===== src/rtl/run_moment_line_classifier_macros.svh =====
// Assertion macros shared by the run moment line classifier RTL.
// Included by the modules that carry concurrent checks; no other dependencies.
`ifndef RUN_MOMENT_LINE_CLASSIFIER_MACROS_SVH
`define RUN_MOMENT_LINE_CLASSIFIER_MACROS_SVH

// Same-cycle implication, disabled while reset is asserted
`define RMLC_ASSERT_IMP(lbl, clk, rst_n, ante, cons) \
    lbl: assert property (@(posedge clk) disable iff (!rst_n) (ante) |-> (cons)) \
        else $error("rmlc check failed");

// Next-cycle implication, disabled while reset is asserted
`define RMLC_ASSERT_NXT(lbl, clk, rst_n, ante, cons) \
    lbl: assert property (@(posedge clk) disable iff (!rst_n) (ante) |=> (cons)) \
        else $error("rmlc check failed");

`endif


===== src/rtl/rmlc_pkg.sv =====
// Shared widths, codes, types and saturation helpers of the run moment line classifier.
// No dependencies; imported by rmlc_wide_unit and run_moment_line_classifier.
package rmlc_pkg;

    localparam int CB      = 13;
    localparam int CNT_W   = 2 * CB + 1;
    localparam int X2_W    = 3 * CB + 2;
    localparam int Y_W     = 3 * CB + 1;
    localparam int YY_W    = 4 * CB + 1;
    localparam int XY2_W   = 4 * CB + 2;
    localparam int XX6_W   = 4 * CB + 3;
    localparam int CTR_W   = CB + 8;
    localparam int AVW_W   = CB + 9;
    localparam int LEN_W   = CB + 1;
    localparam int MS_W    = 2 * CB + 3;
    localparam int MOM_W   = 48;
    localparam int SLP_W   = 16;
    localparam int INCL_W  = 15;
    localparam int RAT_W   = 16;
    localparam int MDIV_W  = 32;
    localparam int CFG_W   = 32;
    localparam int WIDE_W  = 128;
    localparam int IT_W    = $clog2(WIDE_W);

    localparam logic [CB-1:0] LEFT_RST = '0;

    localparam logic signed [WIDE_W-1:0] SLP_MAX =
        {{(WIDE_W-SLP_W+1){1'b0}}, {(SLP_W-1){1'b1}}};
    localparam logic signed [WIDE_W-1:0] SLP_MIN =
        {{(WIDE_W-SLP_W+1){1'b1}}, {(SLP_W-1){1'b0}}};
    localparam logic signed [WIDE_W-1:0] MOM_MAX =
        {{(WIDE_W-MOM_W+1){1'b0}}, {(MOM_W-1){1'b1}}};
    localparam logic signed [WIDE_W-1:0] MOM_MIN =
        {{(WIDE_W-MOM_W+1){1'b1}}, {(MOM_W-1){1'b0}}};
    localparam logic [WIDE_W-1:0] CTR_MAX = {{(WIDE_W-CTR_W){1'b0}}, {CTR_W{1'b1}}};
    localparam logic [WIDE_W-1:0] AVW_MAX = {{(WIDE_W-AVW_W){1'b0}}, {AVW_W{1'b1}}};

    // Axis moment of one unit, Q44.4
    localparam logic signed [MOM_W-1:0] MOM_ONE = MOM_W'(16);

    typedef enum logic [1:0] {
        CFG_MIN_DIV    = 2'd0,
        CFG_DEG_SLOPE  = 2'd1,
        CFG_MAX_INCL   = 2'd2,
        CFG_MIN_RATIO  = 2'd3
    } t_cfg_idx;

    typedef enum logic {
        WU_MUL = 1'b0,
        WU_DIV = 1'b1
    } t_wu_op;

    typedef struct packed {
        logic   start;
        t_wu_op op;
    } t_wu_ctl;

    typedef struct packed {
        logic busy;
        logic done;
    } t_wu_st;

    function automatic logic signed [SLP_W-1:0] f_sat_slp(input logic signed [WIDE_W-1:0] v);
        logic signed [WIDE_W-1:0] c;
        c = (v > SLP_MAX) ? SLP_MAX : ((v < SLP_MIN) ? SLP_MIN : v);
        return c[SLP_W-1:0];
    endfunction

    function automatic logic signed [MOM_W-1:0] f_sat_mom(input logic signed [WIDE_W-1:0] v);
        logic signed [WIDE_W-1:0] c;
        c = (v > MOM_MAX) ? MOM_MAX : ((v < MOM_MIN) ? MOM_MIN : v);
        return c[MOM_W-1:0];
    endfunction

    function automatic logic [CTR_W-1:0] f_sat_ctr(input logic [WIDE_W-1:0] v);
        logic [WIDE_W-1:0] c;
        c = (v > CTR_MAX) ? CTR_MAX : v;
        return c[CTR_W-1:0];
    endfunction

    function automatic logic [AVW_W-1:0] f_sat_avw(input logic [WIDE_W-1:0] v);
        logic [WIDE_W-1:0] c;
        c = (v > AVW_MAX) ? AVW_MAX : v;
        return c[AVW_W-1:0];
    endfunction

endpackage


===== src/rtl/rmlc_wide_unit.sv =====
// Shared bit-serial wide arithmetic unit: signed multiply and rounded signed divide.
// Depends on rmlc_pkg; used by run_moment_line_classifier for the end-of-blob math.
module rmlc_wide_unit import rmlc_pkg::*; (
    input  logic                     i_clk,
    input  logic                     i_rst_n,
    input  t_wu_ctl                  i_ctl,
    input  logic signed [WIDE_W-1:0] i_a,
    input  logic signed [WIDE_W-1:0] i_b,
    output t_wu_st                   o_st,
    output logic signed [WIDE_W-1:0] o_res
);

    typedef enum logic [4:0] {
        U_IDLE  = 5'b00001,
        U_PREP  = 5'b00010,
        U_ROUND = 5'b00100,
        U_ITER  = 5'b01000,
        U_SIGN  = 5'b10000
    } t_ustate;

    t_ustate                  r_state, n_state;
    t_wu_op                   r_op;
    logic                     r_neg;
    logic                     r_done;
    logic [WIDE_W-1:0]        r_a;
    logic [WIDE_W-1:0]        r_b;
    logic [WIDE_W-1:0]        r_acc;
    logic [WIDE_W:0]          r_rem;
    logic [IT_W-1:0]          r_cnt;
    logic signed [WIDE_W-1:0] r_res;

    logic [WIDE_W:0]          w_rem2;
    logic                     w_ge;
    logic [WIDE_W-1:0]        w_val;

    // One restoring quotient step: r_a holds the dividend, quotient shifts in at the bottom
    assign w_rem2 = {r_rem[WIDE_W-1:0], r_a[WIDE_W-1]};
    assign w_ge   = (w_rem2 >= {1'b0, r_b});
    assign w_val  = (r_op == WU_MUL) ? r_acc : r_a;

    // Sequence prep, rounding offset, iterations and final sign
    always_comb begin
        n_state = r_state;
        unique case (r_state)
            U_IDLE:  if (i_ctl.start) n_state = U_PREP;
            U_PREP:  n_state = (r_op == WU_DIV) ? U_ROUND : U_ITER;
            U_ROUND: n_state = U_ITER;
            U_ITER: begin
                if (r_op == WU_MUL) begin
                    if (r_b == '0) n_state = U_SIGN;
                end else if (r_cnt == IT_W'(WIDE_W - 1)) begin
                    n_state = U_SIGN;
                end
            end
            U_SIGN:  n_state = U_IDLE;
            default: n_state = U_IDLE;
        endcase
    end

    always_ff @(posedge i_clk) begin
        if (!i_rst_n) begin
            r_state <= U_IDLE;
            r_done  <= 1'b0;
        end else begin
            r_state <= n_state;
            r_done  <= (r_state == U_SIGN);
        end
    end

    // Datapath
    always_ff @(posedge i_clk) begin
        unique case (r_state)
            U_IDLE: begin
                if (i_ctl.start) begin
                    r_op <= i_ctl.op;
                    r_a  <= i_a;
                    r_b  <= i_b;
                end
            end
            U_PREP: begin
                // take magnitudes; a multiply keeps its unsigned multiplier
                r_a   <= r_a[WIDE_W-1] ? -r_a : r_a;
                r_acc <= '0;
                if (r_op == WU_DIV) begin
                    r_b   <= r_b[WIDE_W-1] ? -r_b : r_b;
                    r_neg <= r_a[WIDE_W-1] ^ r_b[WIDE_W-1];
                end else begin
                    r_neg <= r_a[WIDE_W-1];
                end
            end
            U_ROUND: begin
                // round half away from zero: (2|n| + |d|) / (2|d|)
                r_a   <= (r_a << 1) + r_b;
                r_b   <= r_b << 1;
                r_rem <= '0;
                r_cnt <= '0;
            end
            U_ITER: begin
                if (r_op == WU_MUL) begin
                    if (r_b[0]) r_acc <= r_acc + r_a;
                    r_a <= r_a << 1;
                    r_b <= r_b >> 1;
                end else begin
                    r_rem <= w_ge ? (w_rem2 - {1'b0, r_b}) : w_rem2;
                    r_a   <= {r_a[WIDE_W-2:0], w_ge};
                    r_cnt <= r_cnt + IT_W'(1);
                end
            end
            U_SIGN: begin
                r_res <= r_neg ? -$signed(w_val) : $signed(w_val);
            end
            default: ;
        endcase
    end

    assign o_st.busy = (r_state != U_IDLE);
    assign o_st.done = r_done;
    assign o_res     = r_res;

endmodule

===== config.mk =====
export PLATFORM = sky130hd
export DESIGN_NAME = rmlc_wide_unit
export DESIGN_NICKNAME = d
export VERILOG_FILES = /design/src/rtl/run_moment_line_classifier_macros.svh /design/src/rtl/rmlc_pkg.sv /design/src/rtl/rmlc_wide_unit.sv
export SDC_FILE = /design/constraint.sdc
export NUM_CORES = 2
export LEC_CHECK = 0
export BUFFER_PORTS_ARGS = -buffer_cell sky130_fd_sc_hd__clkbuf_2
export CORE_UTILIZATION = 50
export DETAILED_ROUTE_END_ITERATION = 10
export PLACE_DENSITY = 0.71
export SLEW_MARGIN = 5
export SYNTH_ARGS = -nofsm -noshare
export SYNTH_HDL_FRONTEND = slang
export SYNTH_SLANG_ARGS = --single-unit

===== constraint.sdc =====
create_clock -name i_clk -period 26.2 [get_ports i_clk]
set_input_delay 1.31 -clock i_clk [delete_from_list [all_inputs] [get_ports i_clk]]
set_output_delay 1.31 -clock i_clk [all_outputs]
set_load 0.01 [all_outputs]

==> reports/results.md <==
• TritonCTS clock tree: built
• Buf+Inv Stages, Crit Path: 4
• Layout area overhead: 8.79%
• maximum achievable frequency: 141 MHz
• Row Count: 128
• multi-input gate area in the final layout: 0.0396 mm^2
• count of cells along the worst register-to-register path: 17
• crit path launch type: flop
• post-synthesis share of cell area spent on and, or, nand and nor gates: 18.9%
• wire length of the first global-routing pass: 347 mm
• number of distinct library cells after synthesis: 91
• launch instance of the worst register-to-register path: r_a[127]
• drt first-iter violations: 9,047
• die area: 0.126 mm^2
• top-area cell type share of the netlist area: 31.4%
• vias in the first global route: 55,500
• Leak Pwr: 24.9 nW
• Yosys reg bits: 655
• width of the chip: 354 um
• number of enable-type register cells in the synthesized netlist: 649
• sequential cell area in the final layout: 0.0196 mm^2
• worst setup slack for register-to-register paths: 19,120 ps
• sink count of the clock tree: 655
• list of cells traversed by the critical path: inv_1 > ha_1 > nor2b_1 > o2111ai_1 > a21oi_1 > nor2_1 > o21ai_0 > a31oi_1 > o21ai_0 > a41oi_1 > o41ai_1 > buf_4 > a31o_4 > buf_4 > buf_4 > nand2_1 > o21ai_0
• worst path required time: 26,730 ps
• synthesized area: 0.0621 mm^2
• net count of the mapped netlist: 8,204
• post-cts repair resize count: 0
• category of cells accounting for the largest share of critical-path delay: compound AO/OA/AOI/OAI gates
• count of nets left with antenna violations after detail routing: 0
• largest net degree at the start of global routing: 140
• Max IR drop VDD: 0.0000863 V
• highest fanout seen on the critical path: 67
• number of violations of the max-capacitance limit: 0
• post-synthesis xor/xnor area fraction: 9.94%
• classification of the worst-slack hold path: reg2reg
• Slowest Stage Delay on Critical Path: 690 ps
• critical path arrival: 7620 ps
• master of the slowest instance on the critical path: sky130_fd_sc_hd__o21ai_0
• post-synthesis mux area share: 2.26%
• clk_lat worst skew: 710 ps
• setup TNS: 0 ps
• Min Clock Period, post-route: 7080 ps
• final core utilization: 55.1%
• final setup violation count: 0
• unrepaired setup endpoints after global routing: false
• detailed-routing iteration count for the pre-antenna-repair pass: 11
• quantity of I/O buffers inserted on ports: 389
• via count: 61,600
• Critical Path Sink Type: flop
• detailed-route DRC error count: 9
• violated checks: DRC
• initial antenna violation count: 18
• synthesized instance count: 7,556
• sequential fraction of the synthesis area: 31.6%
• end of the worst hold path: r_rem[95]
• Hold Startpoint: r_rem[94]
• layout filler cell count: 11,500
• root buffer selected by CTS: sky130_fd_sc_hd__clkbuf_16
• Congestion Overflow GR: 0
• adder and majority cell fraction of the synthesized area: 7.86%
• Yosys warning count: 0
• complex-gate fraction of the synthesized area: 24.6%
• most instantiated flip-flop cell in the synthesis netlist: sky130_fd_sc_hd__edfxtp_1
• Period Utilization, post-route: 27.0%
• DR vias/cell: 6.63
• hold path depth: 2
• layout cells sized above 1: 8.67%
• Die Height: 354 um
• combined global-route utilization of all metal layers: 35.8%
• count of final hold-check violations: 0
• number of buffers inserted for hold repair after clock tree synthesis: 0
• Final Skew: 29.2 ps
• half-perimeter wire length after detailed placement: 181 mm
• P per Cell Area: 146 mW/mm^2
• Clock Pin Slew Worst Setup and Hold Paths: 60 ps
• Worst Path Class, Setup: reg2reg
• r2r endpoint: r_rem[113]
• ys async rst share: 0%
• final net count: 8,229
• worst max-slew margin expressed relative to the limit: 21.7%
• H-tree level count: 3
• outcome: finished with violations
• Worst Tran Pin Value: 1160 ps
• gpl congestion: 1.01
• routed wire length: 234 mm
• Max clock buf depth: 3
• count of boundary I/O pins: 390
• total clock buffers created by CTS: 85
• placeable core region: 0.123 mm^2
• starting density of the core: 50.6%
• top cells by area in the synthesized netlist: sky130_fd_sc_hd__edfxtp_1 (31%), sky130_fd_sc_hd__ha_1 (7.8%), sky130_fd_sc_hd__a21oi_1 (6.7%)
• leading area contributor after synthesis: sky130_fd_sc_hd__edfxtp_1
• number of max-slew violations in the final report: 0
• average cell area after synthesis: 8.21 um^2
• dominant combinational cell family by area after synthesis: compound AO/OA/AOI/OAI gates
• detail-routed net length per standard cell: 25.2 um
• count of buffers added by post-CTS timing repair for setup: 0
[area by class of cell]
type,count,area share (%)
clock buffers,105,3.37
inverters,281,1.56
repair buffers,439,3.48
clock inverters,50,0.825
diodes,15,0.0556
multi-input cells,6119,58.7
flip-flops and latches,655,29.0
well taps,1625,3.01
[power by group]
| part | internal (mW) | switching (mW) | total [mW] |
|---|---|---|---|
| Clock | 0.725 | 0.503 | 1.23 |
| Combinational | 2.29 | 4.00 | 6.29 |
| Sequential | 1.58 | 0.730 | 2.31 |
[sequential cells by signal, indices dropped and copies added (netlist names)]
name     count
r_cnt        7
r_op         1
r_acc      128
o_res      128
r_done       1
r_b        128
r_rem      128
r_a        128
r_state      5
r_neg        1
[synth_stat cells, drive strengths merged (22+ instances only)]
master,instances
a211oi,52
a21boi,31
a21o,224
a21oi,832
a221oi,22
a222oi,228
a31oi,62
and2,29
and3,34
buf,47
clkbuf,454
edfxtp,649
ha,385
inv,281
mux2i,128
nand2,706
nand2b,48
nand3,137
nand4,224
nor2,752
nor2b,47
nor3,247
nor4,78
o211ai,30
o21a,67
o21ai,554
o21bai,112
o31ai,50
or2,31
or3,49
or4,33
xnor2,409
xor2,295
[cell usage in the layout (no fill, tap or decap), types with 52 or more instances in the layout]
master                        n
sky130_fd_sc_hd__a211oi_1    52
sky130_fd_sc_hd__a21o_1     224
sky130_fd_sc_hd__a21oi_1    831
sky130_fd_sc_hd__a222oi_1   228
sky130_fd_sc_hd__a31oi_1     61
sky130_fd_sc_hd__clkbuf_16   88
sky130_fd_sc_hd__clkbuf_2   389
sky130_fd_sc_hd__edfxtp_1   649
sky130_fd_sc_hd__ha_1       385
sky130_fd_sc_hd__inv_1      281
sky130_fd_sc_hd__mux2i_1    128
sky130_fd_sc_hd__nand2_1    705
sky130_fd_sc_hd__nand3_1    132
sky130_fd_sc_hd__nand4_1    224
sky130_fd_sc_hd__nor2_1     750
sky130_fd_sc_hd__nor3_1     244
sky130_fd_sc_hd__nor4_1      70
sky130_fd_sc_hd__o21a_1      67
sky130_fd_sc_hd__o21ai_0    548
sky130_fd_sc_hd__o21bai_1   112
sky130_fd_sc_hd__xnor2_1    409
sky130_fd_sc_hd__xor2_1     295
[tightest hold or removal path, stage by stage (launching register included)]
cell and delay [ps]:
sky130_fd_sc_hd__edfxtp_1 340, sky130_fd_sc_hd__nand3_1 60, sky130_fd_sc_hd__o21ai_0 70
[layer usage]
layer	up-vias	part of all wire, %	wire (um)	GRT usage, %
met5	-	0.0094	22	0
met4	4	4.3	10200	14.6
met3	398	13	29700	7.56
met2	3809	39	91200	47.8
met1	29100	44	103000	54.9
li1	28300	-	-	-
[logic make-up (layout without fill, tap and decap cells)]
kind of cell	count (synthesis)	after routing
compound gates	2404	2404
xor+xnor	704	704
fa+ha+maj	388	388
buf+inv	782	875
flops	655	655
mux	139	139
other cells	0	15
simple gates	2484	2484
[metrics by stage]
stage               instances  hold slack, ps  power [mW]  cell area (um^2)  setup WS, ps
floorplan                7556             543        6.59             62100         13040
global route             9289             622        10.4             67500         18690
global placement         9119             552        8.32             64600         19520
detailed placement       9119             571        8.33             64600         19120
CTS                      9274             591        9.59             67500         19180
finish                   9289             589        9.82             67500         19120
[worst max path at each step]
stage	start	end	slack, ps	cells after the start
floorplan	r_op	r_acc[0]	13040	14
global placement	r_a[127]	r_rem[85]	19520	17
detailed placement	r_a[127]	r_rem[95]	19120	17
CTS	r_a[127]	r_rem[102]	19180	17
global route	r_a[127]	r_rem[85]	18690	17
finish	r_a[127]	r_rem[113]	19120	17
No activity file was read; power rests on OpenSTA's default activity.
